## config.mk

```make
export PLATFORM = sky130hd
export DESIGN_NAME = csv_field_tokenizer_unit
export DESIGN_NICKNAME = d
export VERILOG_FILES = /design/src/hdl/csvt_pkg.sv /design/src/hdl/csvt_parser.sv /design/src/hdl/csv_field_tokenizer_unit.sv
export SDC_FILE = /design/constraint.sdc
export NUM_CORES = 1
export LEC_CHECK = 0
export ABC_AREA = 1
export CORE_MARGIN = 1.5
export CORE_UTILIZATION = 30
export CTS_BUF_LIST = sky130_fd_sc_hd__clkbuf_8
export DETAILED_ROUTE_END_ITERATION = 8
export DONT_BUFFER_PORTS = 1
export PLACE_DENSITY_LB_ADDON = 0.08
export SKIP_LAST_GASP = 1
export SYNTH_ARGS = -nofsm -noshare
export SYNTH_HDL_FRONTEND = slang
export SYNTH_SLANG_ARGS = --single-unit
```

## constraint.sdc

```tcl
create_clock -name clk_i -period 2.7 [get_ports clk_i]
set_clock_uncertainty 0.1 [all_clocks]
set_input_delay 0.135 -clock clk_i [delete_from_list [all_inputs] [get_ports clk_i]]
set_output_delay 0.135 -clock clk_i [all_outputs]
set_load 0.03 [all_outputs]
```

## src/hdl/csvt_pkg.sv

```systemverilog
// Shared types and constants for the CSV field tokenizer.
package csvt_pkg;

  localparam int unsigned ByteW = 8;
  localparam int unsigned KindW = 2;
  localparam logic [ByteW-1:0] MaxFieldLenReset = 8'd255;

  localparam logic [ByteW-1:0] ChQuote = 8'h22;
  localparam logic [ByteW-1:0] ChComma = 8'h2C;
  localparam logic [ByteW-1:0] ChLf    = 8'h0A;
  localparam logic [ByteW-1:0] ChCr    = 8'h0D;
  localparam logic [ByteW-1:0] ChNul   = 8'h00;

  typedef enum logic [2:0] {
    MODE_START  = 3'd0,
    MODE_PLAIN  = 3'd1,
    MODE_QUOTED = 3'd2,
    MODE_QSEEN  = 3'd3,
    MODE_SKIP   = 3'd4
  } csvt_mode_e;

  typedef enum logic [KindW-1:0] {
    KIND_BYTE   = 2'd0,
    KIND_FIELD  = 2'd1,
    KIND_RECORD = 2'd2,
    KIND_ERROR  = 2'd3
  } csvt_kind_e;

  typedef struct packed {
    logic             valid;
    csvt_kind_e       kind;
    logic [ByteW-1:0] data;
    logic [ByteW-1:0] len;
  } csvt_result_t;

  function automatic logic is_delim(logic [ByteW-1:0] b);
    return (b == ChComma) || (b == ChCr) || (b == ChLf) || (b == ChNul);
  endfunction

endpackage

```

## src/hdl/csvt_parser.sv

```systemverilog
// Parse state (mode and content count) and the per-byte decode logic.
module csvt_parser (
  input  logic                       clk_i,
  input  logic                       rst_ni,
  input  logic                       step_i,
  input  logic [csvt_pkg::ByteW-1:0] byte_i,
  input  logic [csvt_pkg::ByteW-1:0] max_len_i,
  output csvt_pkg::csvt_result_t     res_o
);
  import csvt_pkg::*;

  csvt_mode_e       mode_q, mode_d;
  logic [ByteW-1:0] count_q, count_d;
  logic [ByteW-1:0] count_cur;

  always_ff @(posedge clk_i or negedge rst_ni) begin
    if (!rst_ni) begin
      mode_q  <= MODE_START;
      count_q <= '0;
    end else if (step_i) begin
      mode_q  <= mode_d;
      count_q <= count_d;
    end
  end

  // A new field always starts counting from zero
  assign count_cur = (mode_q == MODE_START) ? '0 : count_q;

  always_comb begin
    mode_d     = mode_q;
    count_d    = count_cur;
    res_o      = '0;
    res_o.kind = KIND_BYTE;
    unique case (mode_q)
      MODE_START, MODE_PLAIN, MODE_QUOTED, MODE_QSEEN: begin
        priority if ((mode_q == MODE_START || mode_q == MODE_QUOTED) && byte_i == ChQuote) begin
          mode_d = (mode_q == MODE_START) ? MODE_QUOTED : MODE_QSEEN;
        end else if ((mode_q == MODE_QUOTED) ? (byte_i == ChNul) : is_delim(byte_i)) begin
          // end of field: comma keeps the record open, others close it
          res_o.valid = 1'b1;
          res_o.len   = count_cur;
          count_d     = '0;
          if (byte_i == ChComma) begin
            res_o.kind = KIND_FIELD;
            mode_d     = MODE_START;
          end else begin
            res_o.kind = KIND_RECORD;
            mode_d     = (byte_i == ChNul) ? MODE_START : MODE_SKIP;
          end
        end else if (mode_q == MODE_QSEEN && byte_i != ChQuote) begin
          res_o.valid = 1'b1;
          res_o.kind  = KIND_ERROR;
          mode_d      = MODE_SKIP;
          count_d     = '0;
        end else if (count_cur >= max_len_i) begin
          res_o.valid = 1'b1;
          res_o.kind  = KIND_ERROR;
          mode_d      = MODE_SKIP;
          count_d     = '0;
        end else begin
          res_o.valid = 1'b1;
          res_o.kind  = KIND_BYTE;
          res_o.data  = byte_i;
          count_d     = count_cur + 8'd1;
          mode_d      = (mode_q == MODE_START || mode_q == MODE_PLAIN) ? MODE_PLAIN
                                                                       : MODE_QUOTED;
        end
      end
      default: begin
        // skip until end of line buffer
        if (byte_i == ChNul) begin
          mode_d  = MODE_START;
          count_d = '0;
        end
      end
    endcase
  end

endmodule

```

## src/hdl/csv_field_tokenizer_unit.sv

```systemverilog
// CSV field tokenizer: one line byte in, at most one token out per item.
// Takes one item per clock cycle sustained while the output is not stalled. The
// item sits in an input register, the parse mode and field count update as it
// moves on, and the result waits in an output register, so a stalled output
// only holds the input side once both registers are full. Writes to
// max_field_len take effect on the next item.
module csv_field_tokenizer_unit (
  input  logic                       clk_i,
  input  logic                       rst_ni,
  input  logic                       cfg_we_i,
  input  logic [csvt_pkg::ByteW-1:0] cfg_wdata_i,
  input  logic                       in_valid_i,
  output logic                       in_ready_o,
  input  logic [csvt_pkg::ByteW-1:0] in_byte_i,
  output logic                       out_valid_o,
  input  logic                       out_ready_i,
  output logic [csvt_pkg::KindW-1:0] out_kind_o,
  output logic [csvt_pkg::ByteW-1:0] out_byte_o,
  output logic [csvt_pkg::ByteW-1:0] field_length_o
);
  import csvt_pkg::*;

  logic [ByteW-1:0] max_field_len_q;
  logic             in_valid_q;
  logic [ByteW-1:0] in_byte_q;
  logic             out_valid_q;
  logic [KindW-1:0] out_kind_q;
  logic [ByteW-1:0] out_byte_q;
  logic [ByteW-1:0] out_len_q;
  logic             advance;
  csvt_result_t     res;

  assign advance    = in_valid_q && (!out_valid_q || out_ready_i);
  assign in_ready_o = !in_valid_q || advance;

  always_ff @(posedge clk_i or negedge rst_ni) begin
    if (!rst_ni) begin
      max_field_len_q <= MaxFieldLenReset;
    end else if (cfg_we_i) begin
      max_field_len_q <= cfg_wdata_i;
    end
  end

  always_ff @(posedge clk_i or negedge rst_ni) begin
    if (!rst_ni) begin
      in_valid_q <= 1'b0;
    end else if (in_ready_o) begin
      in_valid_q <= in_valid_i;
    end
  end

  always_ff @(posedge clk_i) begin
    if (in_ready_o && in_valid_i) begin
      in_byte_q <= in_byte_i;
    end
  end

  csvt_parser u_parser (
    .clk_i     (clk_i),
    .rst_ni    (rst_ni),
    .step_i    (advance),
    .byte_i    (in_byte_q),
    .max_len_i (max_field_len_q),
    .res_o     (res)
  );

  always_ff @(posedge clk_i or negedge rst_ni) begin
    if (!rst_ni) begin
      out_valid_q <= 1'b0;
    end else if (advance && res.valid) begin
      out_valid_q <= 1'b1;
    end else if (out_ready_i) begin
      out_valid_q <= 1'b0;
    end
  end

  always_ff @(posedge clk_i) begin
    if (advance && res.valid) begin
      out_kind_q <= res.kind;
      out_byte_q <= res.data;
      out_len_q  <= res.len;
    end
  end

  assign out_valid_o    = out_valid_q;
  assign out_kind_o     = out_kind_q;
  assign out_byte_o     = out_byte_q;
  assign field_length_o = out_len_q;

endmodule

```

==> flow_summary.yaml, run 1 <==
run_status:
  status: "completed"
worst_hold_path:
  holdCritPathClass: "input pin to asynchronous set/reset pin"
timing:
  final.setup.tns_ns: 0
  tightest_slew_ns: 1.04
  rsz0062_at_grt: "no"
  period_minus_slack_ns: 2.48
  slew_violations: 0
  post-route-period-util_pct: 91.9
  worst_slack_ns: 0.217
  relSlewSlack_pct: 30.7
  hold_viol: 0
  fmax_ghz: 0.403
  setup_viol: 0
worst_setup_path:
  max_stage_delay_ns: 0.45
  worst-setup-path-type: "register to register"
  cp_data_arrival_time_ns: 2.54
  r2r-end: "out_byte_o[0]$_SDFFCE_PP0P_"
  cp_max_fo: 10
  worstSetupStartpointType: "register"
  crit_required_ns: 2.76
  cp-end-kind: "register"
  cp_top_family: "simple AND/OR/NAND/NOR gates"
  crit_chain: "nor2_4 -> nand2_4 -> nand2_4 -> inv_1 -> ha_1 -> a21oi_1 -> nor2_1 -> nor2_1 -> nand3_1 -> nor2_4 -> nand2_4 -> nor2_2 -> inv_2 -> nor2_1"
  r2r_start: "u_parser.mode_q[0]$_DFFE_PN0P_"
  crit_slowest_cell: "dfrtp_2"
  cp.depth: 14
  reg2reg_depth: 14
  path_buf_inv: 2
  reg2reg_slack_ns: 0.22
  endpoint: "out_byte_o[0]$_SDFFCE_PP0P_"
  critPathLaunch: "u_parser.mode_q[0]$_DFFE_PN0P_"
floorplanning:
  dieHeight_um: 92.9
  io_pins: 41
  core_area_um2: 7770
  dieWidth_um: 92.9
  num_rows: 32
  start_util_pct: 31.2
  dieArea_um2: 8640
global_route:
  grt_max_degree: 22
  grt_overflow: 0
  grt_usage_pct: 14.2
  antenna_found_initial: 0
  grt_pass1_wl_um: 9380
  grt_pass1_vias: 1855
placement:
  globalplace.congestion: 0.818
  pre_cts_ws_ns: 0.109
  place_area_um2: 2550
  dp_cells: 375
  io_buffers: 0
  dp_hpwl_um: 4040
drt:
  drcViolationCount: 0
  drtAntennaViolNets: 0
  viasPerCell: 4.50
  totalWireLength_um: 5620
  via_count: 1831
  firstDrtPassIters: 4
  drt-wirelength-per-cell_um: 13.8
  drtIter0Drc: 96
pwr:
  total_power_w: 0.00307
  ir_worst_vdd_v: 0.000292
  power.density_nw_per_um2: 1050
  leakage_nw: 1.32
yosys:
  yosys_warnings: 0
  yosys-top-cells-count: "62 x nand2_1, 39 x nor2_1, 35 x inv_1"
  yosysTopAreaCell: "edfxtp_1"
  synth-edff-count: 26
  yosysMostFrequentCell: "nand2_1"
  syn_area_um2: 2430
  netlist_top_cells_area: "edfxtp_1 32%, dfrtp_1 13%, nand2_1 9.6%"
  synth_cells: 274
  synth.net_count: 303
  ys.flop_type: "edfxtp_1"
  ys_seq_elements: 47
  ys_seq_area_share_pct: 54.3
  netlist.area_leader.share_pct: 32.2
  async_reset_ff_share_pct: 44.7
  yosysUniqueCellTypes: 30
  syn_avg_cell_area_um2: 8.85
clock_network:
  clockBufferDepth: 2
  clock_latency_ns: 0.31
  cts_buffers: 5
  clk_pin_slew_worst_paths_ns: 0.09
  htree_levels: 2
  cts_sinks: 47
  cts_tree: "built"
  root_buffer: "clkbuf_8"
finish:
  fill_cells: 824
  fin_cells: 407
  area_growth_pct: 21.0
  diodes: 0
  num-nets-final: 333
  layout-drive-gt1-share_pct: 15.1
  final_design_area_no_fill_um2: 2940
run:
  cap_viol_max_count: 0
[how the worst min path moves through the flow]
stage	startpoint	endpoint	slack [ns]
2_1_floorplan	rst_ni	in_valid_q$_DFFE_PN0N_	-0.26
3_3_place_gp	rst_ni	u_parser.count_q[2]$_DFFE_PN0P_	-0.26
3_5_place_dp	rst_ni	u_parser.count_q[2]$_DFFE_PN0P_	-0.26
4_1_cts	in_byte_i[2]	in_byte_q[2]$_DFFE_PP_	0.34
5_1_grt	in_byte_i[6]	in_byte_q[6]$_DFFE_PP_	0.33
6_report	rst_ni	u_parser.count_q[2]$_DFFE_PN0P_	0.35
[kinds of logic after synthesis]
family / share of synthesized area [%]
AO/OA/AOI/OAI: 7.68
XOR/XNOR: 1.08
adder cells (fa/ha/maj): 4.13
buffers and inverters: 6.65
flip-flops: 54.3
multiplexers: 0.464
AND/OR/NAND/NOR: 25.7
[layout make-up]
type,instances,area (µm²),area share [%]
flip-flops and latches,47,1320,44.9
clock inverters,3,67.6,2.30
clock buffers,5,68.8,2.34
repair buffers,26,245,8.35
multi-input cells,185,961,32.7
inverters,39,146,4.99
well taps,102,128,4.35
[worst register-to-register path: stages, from the launching register on]
cell,delay (ns)
dfrtp_2,0.45
nor2_4,0.15
nand2_4,0.13
nand2_4,0.12
inv_1,0.09
ha_1,0.30
a21oi_1,0.14
nor2_1,0.05
nor2_1,0.11
nand3_1,0.12
nor2_4,0.16
nand2_4,0.09
nor2_2,0.13
inv_2,0.10
nor2_1,0.11
[stage by stage]
stage / hold WS, ns / util (%)
5_1_grt: 0.333 / 37.8
2_1_floorplan: -0.261 / -
4_1_cts: 0.344 / 37.2
3_3_place_gp: -0.260 / 32.9
3_5_place_dp: -0.260 / 32.9
6_report: 0.350 / 37.8
[registers in the layout (all words and copies together), names as in the netlist]
name / count
out_byte_o: 8
out_kind_o: 2
max_field_len_q: 8
in_valid_q: 1
out_valid_o: 1
in_byte_q: 8
field_length_o: 8
u_parser.count_q: 8
u_parser.mode_q: 3
[power by group]
group	internal, W	switching (W)
registers	0.00102	0.000325
clock network	0.000369	0.000255
logic	0.000385	0.000719
total	0.00177	0.00130
[metal layers]
| metal | global-route usage (%) | part of all wire (%) | up-vias |
|---|---|---|---|
| met3 | 2.79 | 3.7 | 5 |
| met1 | 20.2 | 53 | 835 |
| met4 | 4.55 | 1.3 | 0 |
| li1 | - | - | 946 |
| met2 | 21.5 | 42 | 45 |
| met5 | 0 | 0 | - |
[what timing repair did]
item,4_1_cts,5_1_grt
setup endpoints to repair,0,16
resized for setup,0,5
endpoints found under the hold margin,39,0
hold buffers,20,0
buffers inserted,0,4
[cell usage in the layout, fill, tap and decap left out, types with 2 or more instances in the layout]
| cell | netlist | routed |
|---|---|---|
| nand2_1 | 62 | 61 |
| nor2_1 | 39 | 39 |
| inv_1 | 35 | 35 |
| edfxtp_1 | 26 | 26 |
| dlygate4sd3_1 | 0 | 20 |
| nand3_1 | 17 | 17 |
| o21ai_0 | 17 | 17 |
| a21oi_1 | 11 | 11 |
| dfrtp_1 | 13 | 11 |
| ha_1 | 8 | 8 |
| dfstp_2 | 8 | 8 |
| buf_4 | 1 | 6 |
| nand2_4 | 4 | 5 |
| nand2_2 | 5 | 5 |
| clkbuf_8 | 0 | 5 |
| nor2_4 | 2 | 3 |
| inv_2 | 3 | 3 |
| xor2_1 | 3 | 3 |
| nor2_2 | 3 | 2 |
| nor3_1 | 2 | 2 |
| o21ai_1 | 2 | 2 |
| nand4_1 | 2 | 2 |
| bufinv_16 | 0 | 2 |
| dfrtp_2 | 0 | 2 |
Power figures use the tool's default switching activity.
==> inputs of run 2 (changes only) <==
REMOVE_ABC_BUFFERS = 1   (was unset)
==> flow_summary.yaml, run 2 (synthesis results as in run 1) <==
finish:
  fill_cells: 824
  layout-drive-gt1-share_pct: 13.3
  ff_latch_area_um2: 1320
  layout_common_cells: "62 x nand2_1, 39 x nor2_1, 35 x inv_1"
  multi_input_area_um2: 958
  final_design_area_no_fill_um2: 2880
  diodes: 0
  num-nets-final: 329
  area_growth_pct: 18.8
  final_common_cell: "nand2_1"
drt:
  drt-wirelength-per-cell_um: 13.3
  drtAntennaViolNets: 0
  viasPerCell: 4.43
  drcViolationCount: 0
  totalWireLength_um: 5340
  firstDrtPassIters: 4
  drtIter0Drc: 74
  via_count: 1786
pwr:
  ir_worst_vdd_v: 0.000365
  leakage_nw: 1.30
  power.density_nw_per_um2: 1010
  comb_power_share_pct: 35.3
  switching_share_pct: 43.0
  p_switching_w: 0.00125
  seq_power_share_pct: 46.2
  p_clk_share_pct: 18.5
  internal-power_w: 0.00165
floorplanning:
  dieArea_um2: 8640
  start_util_pct: 31.2
  io_pins: 41
  dieHeight_um: 92.9
  core_area_um2: 7770
  num_rows: 32
  dieWidth_um: 92.9
worst_setup_path:
  cp-end-kind: "register"
  crit_required_ns: 2.76
  worstSetupStartpointType: "register"
  worst-setup-path-type: "register to register"
  cp_max_fo: 10
  cp_data_arrival_time_ns: 2.53
clock_network:
  cts_buffers: 5
  clockBufferDepth: 2
  clk_pin_slew_worst_paths_ns: 0.09
  root_buffer: "clkbuf_8"
  htree_levels: 2
  cts_sinks: 47
  cts_setup_buffers: 0
  clock_latency_ns: 0.30
  cts_tree: "built"
timing:
  tightest_slew_ns: 1.04
  post-route-period-util_pct: 91.7
  relSlewSlack_pct: 30.4
  setup_viol: 0
  hold_viol: 0
  final.setup.tns_ns: 0
  rsz0062_at_grt: "no"
  period_minus_slack_ns: 2.48
  fmax_ghz: 0.404
  slew_violations: 0
placement:
  dp_hpwl_um: 3970
  io_buffers: 0
  globalplace.congestion: 0.822
  place_area_um2: 2550
worst_hold_path:
  holdCritPathClass: "input pin to asynchronous set/reset pin"
global_route:
  grt_usage_pct: 13.5
  grt_overflow: 0
  grt_max_degree: 22
  grt_pass1_wl_um: 8870
  grt_pass1_vias: 1753
  antenna_found_initial: 0
run_status:
  status: "completed"
run:
  cap_viol_max_count: 0
run 2: cell types whose count changed in the layout (fill, tap and decap cells not counted):
cell and change:
buf_4 -4, bufinv_16 -1, clkbuf_8 +1, clkinv_2 +1, clkinvlp_4 -1, dfrtp_1 +1, dfrtp_2 -1, nand2_1 +1
nand2_2 -1
run 2: area by class of cell:
type / instances / area share (%)
flip-flops and latches: 47 / 45.7
multi-input cells: 185 / 33.2
repair buffers: 22 / 7.47
inverters: 39 / 5.08
well taps: 102 / 4.43
clock buffers: 6 / 2.86
clock inverters: 2 / 1.22
run 2: layer usage:
layer,vias to the layer above,part of all wire (%),global-route usage [%],wire length [µm]
li1,939,-,-,-
met1,803,55,19.6,2910
met2,38,41,19.8,2170
met3,6,3.3,2.87,177
met4,0,1.5,4.55,80
met5,-,0,0,0
run 2: stage by stage:
step / setup slack (ns) / cells / hold WS (ns) / power [W] / util [%]
2_1_floorplan: 0.318 / 271 / -0.261 / 0.00208 / -
3_3_place_gp: 0.197 / 375 / -0.260 / 0.00235 / 32.9
3_5_place_dp: 0.157 / 375 / -0.260 / 0.00234 / 32.9
4_1_cts: 0.134 / 403 / 0.348 / 0.00293 / 37.0
5_1_grt: 0.0291 / 403 / 0.345 / 0.00313 / 37.1
6_report: 0.223 / 403 / 0.358 / 0.00290 / 37.1
run 2: what timing repair did:
action                                  CTS  global route
hold buffers                             20             0
endpoints found under the hold margin    39             0
endpoints found under the setup margin    0            14
gates resized for setup                   0             3
run 2: power by group through the flow:
stage	registers (W)	clock network, W	logic, W
after floorplan	0.00131	0	0.000762
after global placement	0.00136	0	0.000998
after detailed placement	0.00135	0	0.000993
after CTS	0.00133	0.000563	0.00103
after global routing	0.00136	0.000589	0.00118
final	0.00134	0.000537	0.00102
run 2: critical path, cell delays in order (launching register included):
cell and delay [ns]:
dfrtp_1 0.44, nor2_4 0.15, nand2_4 0.13, nand2_4 0.13, inv_1 0.08, ha_1 0.29
a21oi_1 0.14, nor2_1 0.06, nor2_1 0.10, nand3_1 0.12, nor2_4 0.15, nand2_4 0.09
nor2_2 0.13, inv_2 0.09, nor2_1 0.12
run 2: worst paths after layout:
| path | slack [ns] | cells past startpoint | to | from |
|---|---|---|---|---|
| max | 0.22 | 14 | out_byte_o[3]$_SDFFCE_PP0P_ | u_parser.mode_q[0]$_DFFE_PN0P_ |
| min | 0.36 | 1 | u_parser.count_q[3]$_DFFE_PN0P_ | rst_ni |
| max reg2reg | 0.22 | 14 | out_byte_o[3]$_SDFFCE_PP0P_ | u_parser.mode_q[0]$_DFFE_PN0P_ |
| min reg2reg | 0.41 | 2 | max_field_len_q[4]$_DFFE_PN1P_ | max_field_len_q[4]$_DFFE_PN1P_ |
| max in group asynchronous | 1.44 | 1 | u_parser.mode_q[2]$_DFFE_PN0P_ | rst_ni |
| min in group clk_i | 0.36 | 1 | in_byte_q[6]$_DFFE_PP_ | in_byte_i[6] |
